## config.mk

```make
export PLATFORM = sky130hd
export DESIGN_NAME = tsdr_front
export DESIGN_NICKNAME = d
export VERILOG_FILES = /design/src/hdl/tsdr_pkg.sv /design/src/hdl/tsdr_front.sv
export SDC_FILE = /design/constraint.sdc
export NUM_CORES = 1
export LEC_CHECK = 0
export BUFFER_PORTS_ARGS = -buffer_cell sky130_fd_sc_hd__buf_2
export CORE_UTILIZATION = 51
export CTS_CLUSTER_SIZE = 8
export DETAILED_ROUTE_END_ITERATION = 12
export PLACE_DENSITY_LB_ADDON = 0.1
export SLEW_MARGIN = 20
export SYNTH_ARGS = -nofsm -noshare
export SYNTH_HDL_FRONTEND = slang
export SYNTH_SLANG_ARGS = --single-unit
```

## constraint.sdc

```tcl
create_clock -name clk -period 2.2 [get_ports clk]
set_input_delay 0.44 -clock clk [delete_from_list [all_inputs] [get_ports clk]]
set_output_delay 0.44 -clock clk [all_outputs]
set_load 0.05 [all_outputs]
```

## src/hdl/tsdr_pkg.sv

```systemverilog
// tsdr_pkg: shared types, constants and helpers of the tile and sprite dot renderer
// no dependencies
`default_nettype none

package tsdr_pkg;

  localparam int VRAM_BYTES       = 8192;
  localparam int VRAM_AW          = 13;
  localparam int OBJ_BYTES        = 160;
  localparam int OBJ_LANES        = 4;
  localparam int OBJ_ROWS         = OBJ_BYTES / OBJ_LANES;
  localparam int FIFO_DEPTH       = 8;
  localparam int DOTS_PER_LINE    = 456;
  localparam int SCREEN_WIDTH_DEF = 160;
  localparam int MAX_SPRITES_DEF  = 10;

  localparam logic [8:0]  SCAN_LAST_DOT    = 9'd79;
  localparam logic [8:0]  SCAN_DOTS        = 9'd80;
  localparam logic [7:0]  VBLANK_LINE      = 8'd144;
  localparam logic [7:0]  LINE_WRAP        = 8'd154;
  localparam logic [12:0] BG_MAP_OFFSET    = 13'h1800;
  localparam logic [12:0] SIGNED_TILE_BASE = 13'h1000;
  localparam logic [8:0]  SPR_Y_OFFSET     = 9'd16;
  localparam logic [8:0]  SPR_Y_HEIGHT     = 9'd8;

  localparam int LCD_ON_BIT       = 7;
  localparam int LCD_UNSIGNED_BIT = 4;
  localparam int FLAG_PAL_BIT     = 4;

  localparam logic [1:0] REQ_TICK   = 2'd0;
  localparam logic [1:0] REQ_VWRITE = 2'd1;
  localparam logic [1:0] REQ_OWRITE = 2'd2;

  localparam logic [2:0] CFG_LCD_CONTROL = 3'd0;
  localparam logic [2:0] CFG_SCROLL_Y    = 3'd1;
  localparam logic [2:0] CFG_BG_PALETTE  = 3'd2;
  localparam logic [2:0] CFG_OBJ_PAL0    = 3'd3;
  localparam logic [2:0] CFG_OBJ_PAL1    = 3'd4;
  localparam logic [2:0] CFG_LINE_CMP    = 3'd5;

  typedef enum logic [1:0] {
    MODE_HBLANK = 2'd0,
    MODE_VBLANK = 2'd1,
    MODE_SCAN   = 2'd2,
    MODE_DRAW   = 2'd3
  } mode_t;

  typedef enum logic [1:0] {
    OP_TICK   = 2'd0,
    OP_VWRITE = 2'd1,
    OP_OWRITE = 2'd2,
    OP_NOP    = 2'd3
  } op_t;

  typedef struct packed {
    op_t         op;
    logic [12:0] addr;
    logic [7:0]  data;
  } item_t;

  typedef struct packed {
    logic [7:0] lcd_control;
    logic [7:0] scroll_y;
    logic [7:0] bg_palette;
    logic [7:0] obj_pal0;
    logic [7:0] obj_pal1;
    logic [7:0] line_compare;
  } cfg_t;

  typedef struct packed {
    logic       pixel_valid;
    logic [7:0] pixel_x;
    logic [7:0] pixel_y;
    logic [1:0] shade;
    logic       pixel_blank;
    logic [1:0] video_mode;
    logic [7:0] current_line;
    logic       line_match;
    logic       vblank_pulse;
  } result_t;

  function automatic logic [12:0] tile_addr(input logic [7:0] id, input logic is_obj,
                                            input logic unsigned_mode, input logic [2:0] row,
                                            input logic plane);
    logic [12:0] base;
    base = {1'b0, id, 4'b0000};
    if (!(is_obj || unsigned_mode || id[7])) begin
      base = SIGNED_TILE_BASE + base;
    end
    return base + {9'd0, row, plane};
  endfunction

endpackage

`default_nettype wire

```

## src/hdl/tsdr_front.sv

```systemverilog
// tsdr_front: accepts requests, classifies them and queues them for the dot engine
// depends on tsdr_pkg
`default_nettype none

module tsdr_front (
  input  wire logic           clk,
  input  wire logic           rst_n,
  input  wire logic           in_valid,
  output      logic           in_stall,
  input  wire logic [1:0]     in_req_type,
  input  wire logic [12:0]    in_mem_addr,
  input  wire logic [7:0]     in_mem_data,
  output      tsdr_pkg::item_t q_item,
  output      logic           q_valid,
  input  wire logic           q_pop
);

  tsdr_pkg::item_t q_r [2];
  logic            wr_ptr_r, rd_ptr_r;
  logic [1:0]      count_r;
  tsdr_pkg::item_t cls;
  logic            push;

  always_comb begin
    cls.addr = in_mem_addr;
    cls.data = in_mem_data;
    unique case (in_req_type)
      tsdr_pkg::REQ_TICK:   cls.op = tsdr_pkg::OP_TICK;
      tsdr_pkg::REQ_VWRITE: cls.op = tsdr_pkg::OP_VWRITE;
      tsdr_pkg::REQ_OWRITE: cls.op = (in_mem_addr < 13'(tsdr_pkg::OBJ_BYTES)) ?
                                     tsdr_pkg::OP_OWRITE : tsdr_pkg::OP_NOP;
      default:              cls.op = tsdr_pkg::OP_NOP;
    endcase
  end

  assign in_stall = (count_r == 2'd2);
  assign push     = in_valid && !in_stall;
  assign q_valid  = (count_r != 2'd0);
  assign q_item   = q_r[rd_ptr_r];

  always_ff @(posedge clk) begin
    if (!rst_n) begin
      wr_ptr_r <= 1'b0;
      rd_ptr_r <= 1'b0;
      count_r  <= 2'd0;
    end else begin
      if (push) begin
        wr_ptr_r <= !wr_ptr_r;
      end
      if (q_pop) begin
        rd_ptr_r <= !rd_ptr_r;
      end
      count_r <= count_r + {1'b0, push} - {1'b0, q_pop};
    end
  end

  always_ff @(posedge clk) begin
    if (push) begin
      q_r[wr_ptr_r] <= cls;
    end
  end

endmodule

`default_nettype wire

```

# After elaboration in Yosys (flattened, before gate mapping)

Memory sizes are Yosys's and may differ from the RTL's. A register that Yosys moved wholly into a read port is not among the register bits.
Cells that the tools add are included.

Memories kept: 1
Input bits: 27
Bits in writable memories: 46
Word-level logic and storage cells: 22
Output and inout bits: 25
Register bits: 4

Memories:

| memory | depth | width | rd ports | clocked after Yosys merged registers in | write ports | RTL line         | text |
|---|---|---|---|---|---|---|---|
| q_r    | 2     | 23    | 1        | 1                                       | 1           | tsdr_front.sv:18 | `tsdr_pkg::item_t q_r [2];` |

Equality and inequality tests: 3
$add $sub $neg: 2
Mux-type cells: 6
Magnitude comparators: 1
Reductions and logical operators: 6

Operators by type and width:

| kind                                                                          | count |
|---|---|
| 13-bit by 8-bit less-than comparator with 1-bit output, second input constant | 1 |
| 2-bit one-hot mux with 3 select lines                                         | 1 |
| 1-bit 2-to-1 mux                                                              | 5 |
| 2-bit equality test, second input constant                                    | 2 |
| 1-bit zero test                                                               | 3 |
| 2-bit by 1-bit adder with 2-bit output                                        | 1 |
| 2-bit by 1-bit equality test with 1-bit output, second input constant         | 1 |
| 2-bit zero test                                                               | 1 |
| 2-bit nonzero test                                                            | 1 |
| 2-bit by 1-bit subtractor with 2-bit output                                   | 1 |
| 1-bit logical AND                                                             | 1 |

# Depth between registers and ports, before layout

Gate-level depths: netlist (run 1).

Depth after elaboration: 5
Gate-level depth with buffers: 8
Depth with buffers taken out: 8

# Worst setup path before layout (run 1)

OpenSTA, ideal clock, no wires.

Path kind: register -> register
From: reg count_r[0]
To: mem q_r[0][0] (netlist name), enable pin
Data required time: 1.822 ns
Data arrival time: 1.385 ns
Setup slack: 0.438 ns
Setup time: 0.378 ns
Cell stages (with the launch flop): 5
Buffers on the path: 0
Path through: dfxtp_1 > nand2b_2 > inv_2 > or3_1 > inv_1

Word-level cells in the longest chain between the ends: 5

Ends and longest elaborated chain:

| item                                   | RTL line         | text |
|---|---|---|
| from (decl)                            | tsdr_front.sv:20 | `logic [1:0] count_r;` |
| from (signal assigned)                 | tsdr_front.sv:53 | `count_r <= count_r + {1'b0, push} - {1'b0, q_pop};` |
| 2-bit equality test                    | tsdr_front.sv:36 | `assign in_stall = (count_r == 2'd2);` |
| via in_stall                           | tsdr_front.sv:9  | `output logic in_stall,` |
| 1-bit zero test                        | tsdr_front.sv:37 | `assign push = in_valid && !in_stall;` |
| 1-bit logical AND                      | tsdr_front.sv:37 |  |
| 1-bit 2-to-1 mux                       | tsdr_front.sv:58 | `if (push) begin` |
| 1-bit 2-to-1 mux (not written as such) | tsdr_front.sv:59 | `q_r[wr_ptr_r] <= cls;` |
| to (decl)                              | tsdr_front.sv:18 |  |

The timed path passes the listed nets, and every way through them passes these cells.

==> results_dict.tcl, run 1 <==
set metrics [dict create \
    final_cell_mix "buf_2, edfxtp_1, mux2_2" \
    root_buffer "clkbuf_8" \
    cp.arrival_ps 1500 \
    cp.buffers_inverters 2 \
    wl_mm 2.81 \
    synth_top_family_by_area "multiplexers" \
    io_buffers 51 \
    fin_crit_sh_pct 88.0 \
    grt_pass1_vias 1014 \
    die_h_um 63.3 \
    final.min_clock_period_ps 1940 \
    wire_per_inst_um 13.6 \
    vias 1012 \
    hold_path_class "in2reg" \
    worstSkewPairLatency_ps 300 \
    synthCells 103 \
    maxCapViolCount 0 \
    crit_family "buffers and inverters" \
    power.switching_mw 0.828 \
    cp_cell_sequence "buf_4 > mux2_2 > buf_2" \
    hp-start "in_mem_addr[3]" \
    synthXorXnorAreaFrac_pct 1.37 \
    vdd.ir_drop.worst_v 0.000666 \
    worstSetupPathType "reg2out" \
    grt_setup_unrepaired "false" \
    cts_tree "done" \
    relSlewSlack_pct 62.9 \
    ys_seq_area_share_pct 77.4 \
    whs_ps 325 \
    grt_max_degree 24 \
    drtIter0Drc 18 \
    outcome "finished, final reports clean" \
    min_delay_path_depth 1 \
    drv_slew 0 \
    grt_pass1_wl_mm 4.60 \
    hold_path_end "q_r[1][11]" \
    fillers 278 \
    placed_area_mm2 0.00222 \
    reg2reg_to "q_r[0][1]" \
    max_stage_delay_ps 380 \
    clkPwrFrac_pct 20.1 \
    area_growth_syn_to_layout_pct 20.5 \
    finClkSkew_ps 4.39 \
    timing_hold_violations_final 0 \
    ys_ff_latch 51 \
    rows 21 \
    synth_area_per_cell_um2 18.6 \
    max_freq_ghz 0.517 \
    final_area_mm2 0.00231 \
    synthMuxAreaShare_pct 13.5 \
    cp.required_ps 1760 \
    pwr_density_cell_mw_per_mm2 1070 \
    dieArea_mm2 0.00400 \
    setup_viol 0 \
    end_kind "output pin" \
    switching_share_pct 33.7 \
    leakage_nw 0.906 \
    synthAdderAreaFrac_pct 1.31 \
    nets 189 \
    internal_power_mw 1.63 \
    start_kind "register" \
    htreeDepth 2 \
    yosysWarnings 0 \
    antenna_found_initial 0 \
    clk_pin_slew_ps 80 \
    ios 52 \
    synth_compound_area_share_pct 1.11 \
    critPathSlowestCell "mux2_2" \
    tightest_slew_ps 556 \
    pwr-share-comb_pct 29.2 \
    cts_sinks 51 \
    die_w_um 63.3 \
    tns_ps 0 \
    seqPwrFrac_pct 50.7 \
    r2r_cells 5 \
    cts-resized-gates 0 \
    route.detailed.drc 0 \
    place_congestion 0.705 \
    seq_area_mm2 0.00148 \
    grt_overflow 0 \
    dr.pass1.iters 4 \
    cts_buffer_depth 2 \
    antenna_cells 0 \
    cts_setup_buffers 0 \
    cts_hold_buf 0 \
    hpwl_mm 1.94 \
    layout_commonest_cell "buf_2" \
    coreArea_mm2 0.00347 \
    cts_buffers 5 \
    post_drt_via_cell_ratio 4.89 \
    r2r-start "count_r[0]" \
    r2r_setup_slack_ps 650 \
    initial_core_util_pct 55.2 \
    multi_input_area_um2 395 \
    syn_nets 132 \
    syn-cell-area_mm2 0.00191 \
    synth-simple-area-share_pct 3.33 \
    critPathMaxFanout 23 \
    grtUsageTotal_pct 15.9 \
    drive_above_1_share_pct 54.7 \
    synth.distinct_cells 21 \
    ant_nets 0 \
]
==> worst register-to-register path, cell delays in order (launching register included) <==
cell and delay, ps:
dfxtp_1 350, nand2b_2 150, inv_2 40, or3_1 320, inv_1 70, buf_4 290
==> worst max-delay path by stage <==
stage	to	cells past startpoint	start	slack, ps
final	q_item[13]	3	register	260
after detailed placement	q_r[0][7]	5	in_valid	540
after floorplan	q_r[0][0]	4	count_r[0]	440
after global placement	q_r[0][7]	5	in_valid	570
after global routing	q_item[13]	3	register	200
after CTS	q_item[11]	3	register	250
==> through the flow <==
step / total power [mW] / std cells / worst slack (ps) / utilization, %
2_1_floorplan: 1.83 / 103 / 438 / -
3_3_place_gp: 1.98 / 199 / 571 / 64.1
3_5_place_dp: 1.99 / 199 / 540 / 64.1
4_1_cts: 2.49 / 207 / 246 / 66.5
5_1_grt: 2.56 / 207 / 204 / 66.5
6_report: 2.46 / 207 / 264 / 66.5
==> layout make-up <==
type	instances	share of cell area [%]
flip-flops and latches	51	64.2
clock inverters	3	0.651
clock buffers	5	2.98
multi-input cells	44	17.1
repair buffers	53	11.7
well taps	46	2.49
inverters	5	0.813
==> layer usage <==
layer,up-vias,global-route usage [%],wire length (um)
met5,-,0,0
met1,475,18.1,1180
met4,0,7.67,57
met2,34,26.6,1430
li1,497,-,-
met3,6,5.62,146
==> registers in the layout, indices dropped and copies added, names as in the netlist, named ones only <==
name and count:
rd_ptr_r 1, wr_ptr_r 1, q_r 46, count_r 2
==> power groups by stage <==
stage | logic (mW) | clock network [mW] | registers [mW]
6_report | 0.719 | 0.493 | 1.25
5_1_grt | 0.762 | 0.539 | 1.26
4_1_cts | 0.728 | 0.511 | 1.25
3_5_place_dp | 0.724 | 0 | 1.27
3_3_place_gp | 0.715 | 0 | 1.26
2_1_floorplan | 0.570 | 0 | 1.26
==> synthesized netlist by cell type (all sizes together) <==
| master | instances | area share (%) |
|---|---|---|
| ha | 2 | 1.3 |
| xnor2 | 2 | 0.92 |
| mux2 | 23 | 14 |
| nand2b | 1 | 0.46 |
| or2 | 1 | 0.33 |
| nor2 | 5 | 0.98 |
| clkbuf | 1 | 0.20 |
| dfxtp | 5 | 5.2 |
| a21oi | 1 | 0.26 |
| buf | 2 | 0.78 |
| inv | 5 | 0.98 |
| and3 | 1 | 0.39 |
| nand2 | 1 | 0.20 |
| o21ai | 2 | 0.52 |
| xor2 | 1 | 0.46 |
| a31oi | 1 | 0.33 |
| or3 | 1 | 0.33 |
| edfxtp | 46 | 72 |
| and2 | 1 | 0.33 |
| nor4 | 1 | 0.33 |
==> logic make-up (layout without fill, tap and decap cells) <==
group                    after synthesis  count (layout)
AO/OA/AOI/OAI                          4               4
AND/OR/NAND/NOR                       12              12
multiplexers                          23              23
adder cells (fa/ha/maj)                2               2
buffers and inverters                  8              66
XOR/XNOR                               3               3
flip-flops                            51              51
Note: power is estimated with default switching activity, not from simulation.
==> run 2: changes to the inputs <==
Settings changed: ABC_AREA set to 1.
==> run 2 against run 1 <==
Effect of this change: combinational power shrank 34%; register-to-register slack worse by 300 ps; worst hold slack improved by 5.5 ps; clock power shrank 1%; synthesized area up 1.2%; cell area is 1.4% higher; via count increased by 7.5%; flip-flop and latch count did not move; final cell count rose by 7.7%; non-clock buffer count increased by 2; die area is 1.1% higher; sequential share of layout area down 0.89 points; highest routed layer is now met3.
==> results_dict.tcl, run 2 <==
set metrics [dict create \
    synth_top_cell_area_share_pct 71.3 \
    tightest_slew_ps 320 \
    drtIter0Drc 38 \
    maxCapViolCount 0 \
    post_drt_via_cell_ratio 4.88 \
    critPathSlowestCell "mux2_2" \
    synthCells 115 \
    largest_reg_flops 46 \
    dieArea_mm2 0.00405 \
    synth_top_area_cell "edfxtp_1" \
    relSlewSlack_pct 78.7 \
    tns_ps 0 \
    ys_ff_latch 51 \
    htreeDepth 2 \
    layout_commonest_cell "buf_2" \
    root_buffer "clkbuf_8" \
    finClkSkew_ps 5.34 \
    crit_end "q_item[12]" \
    wire_per_inst_um 13.1 \
    setup_slack_ps 351 \
    cts_hold_buf 0 \
    dr.pass1.iters 4 \
    grt_pass1_wl_mm 4.89 \
    worstSetupPathDepth 3 \
    synth.distinct_cells 13 \
    pwr_density_cell_mw_per_mm2 915 \
    r2r_setup_slack_ps 350 \
    pwr-share-comb_pct 22.2 \
    top_regs "q_r x46, count_r x2" \
    end_kind "output pin" \
    grt_setup_unrepaired "false" \
    coreArea_mm2 0.00366 \
    vias 1088 \
    synth_area_leaders "edfxtp_1, mux2_2, dfxtp_1" \
    antenna_found_initial 0 \
    internal_power_mw 1.51 \
    cp.arrival_ps 1410 \
    syn_nets 144 \
    antenna_cells 0 \
    cts_buffers 5 \
    synth_area_per_cell_um2 16.8 \
    rows 22 \
    crit_family "buffers and inverters" \
    final_cell_mix "buf_2, edfxtp_1, mux2_2, nor2_1, nand2_1" \
    yosysWarnings 0 \
    fin_crit_sh_pct 84.0 \
    cp_cell_sequence "buf_4 > mux2_2 > buf_2" \
    max_stage_delay_ps 360 \
    setup_viol 0 \
    yosysMostFrequentCell "edfxtp_1" \
    io_buffers 51 \
    vdd.ir_drop.worst_v 0.000652 \
    max_freq_ghz 0.541 \
    cts_tree "done" \
    synth_top_flop_cell "edfxtp_1" \
    place_ws_ps 209 \
    leakage_nw 0.946 \
    worstSetupPathType "reg2out" \
    critPathMaxFanout 13 \
    seqPwrFrac_pct 55.0 \
    grt_max_degree 24 \
    final.min_clock_period_ps 1850 \
    ios 52 \
    die_h_um 63.6 \
    route.detailed.drc 0 \
    whs_ps 330 \
    final_area_mm2 0.00234 \
    nets 203 \
    reg2reg_to "count_r[1]" \
    grt_overflow 0 \
    timing_hold_violations_final 0 \
    outcome "finished, final reports clean" \
    drv_slew 0 \
    r2r_cells 10 \
    hpwl_mm 2.03 \
    place_congestion 0.699 \
    die_w_um 63.6 \
    grtUsageTotal_pct 16.2 \
    cp.required_ps 1760 \
    initial_core_util_pct 52.9 \
    start_kind "register" \
    drive_above_1_share_pct 49.7 \
    placed_area_mm2 0.00226 \
    cp.buffers_inverters 2 \
    clk_pin_slew_ps 80 \
    grt_pass1_vias 1098 \
    top_register "q_r" \
    syn-cell-area_mm2 0.00194 \
    clkPwrFrac_pct 22.8 \
    cts-resized-gates 0 \
    r2r-start "count_r[1]" \
    wl_mm 2.92 \
    synth_edf_count 46 \
    ant_nets 0 \
    power.switching_mw 0.630 \
    worstSkewPairLatency_ps 290 \
    ys_seq_area_share_pct 76.5 \
    synth-async-reset-ratio_pct 0 \
    hold_path_class "in2reg" \
    area_growth_syn_to_layout_pct 20.8 \
    cts_buffer_depth 2 \
    switching_share_pct 29.4 \
    cts_sinks 51 \
    cts_setup_buffers 0 \
    synth_common_cells "edfxtp_1, mux2_2, nor2_1" \
]
-- run 2: worst min-delay path by stage --
| stage | end | cells after the start | start |
|---|---|---|---|
| global placement | register | 2 | rd_ptr_r |
| detailed placement | register | 2 | rd_ptr_r |
| CTS | q_r[1][3] | 1 | in_mem_data[3] |
| finish | q_r[1][3] | 1 | in_mem_data[3] |
| floorplan | register | 2 | rd_ptr_r |
| global route | q_r[0][2] | 1 | in_mem_data[2] |
-- run 2: area by class of cell --
class | instances | area [um^2]
Inverter | 9 | 33.8
Timing Repair Buffer | 55 | 285
Clock inverter | 1 | 5.00
Sequential cell | 51 | 1480
Fill cell | 278 | 1320
Multi-Input combinational cell | 52 | 398
Clock buffer | 7 | 76.3
Tap cell | 48 | 60.1
-- run 2: metal layers --
layer | vias up | part of all wire [%] | global-route usage [%]
li1 | 531 | - | -
met1 | 526 | 41 | 18.8
met2 | 31 | 54 | 28.2
met3 | 0 | 4.6 | 5.43
met4 | 0 | 0 | 4.55
met5 | - | 0 | 0
-- run 2: cells by family after synthesis --
group,share of synthesized area [%]
DFF,76.5
and+or+nand+nor,5.23
muxes,13.4
buffers and inverters,3.10
AOI/OAI and AO/OA,0.516
adders and majority gates,1.29
-- run 2: stage by stage --
stage | util (%) | instances | power, mW
2_1_floorplan | - | 115 | 1.56
3_3_place_gp | 61.7 | 215 | 1.66
3_5_place_dp | 61.7 | 215 | 1.68
4_1_cts | 63.9 | 223 | 2.16
5_1_grt | 63.9 | 223 | 2.23
6_report | 63.9 | 223 | 2.14
-- run 2: power by group through the flow --
stage	registers, mW	clock network [mW]	logic [mW]
2_1_floorplan	1.19	0	0.365
5_1_grt	1.19	0.541	0.508
6_report	1.18	0.488	0.476
3_5_place_dp	1.20	0	0.480
3_3_place_gp	1.19	0	0.468
4_1_cts	1.18	0.506	0.482
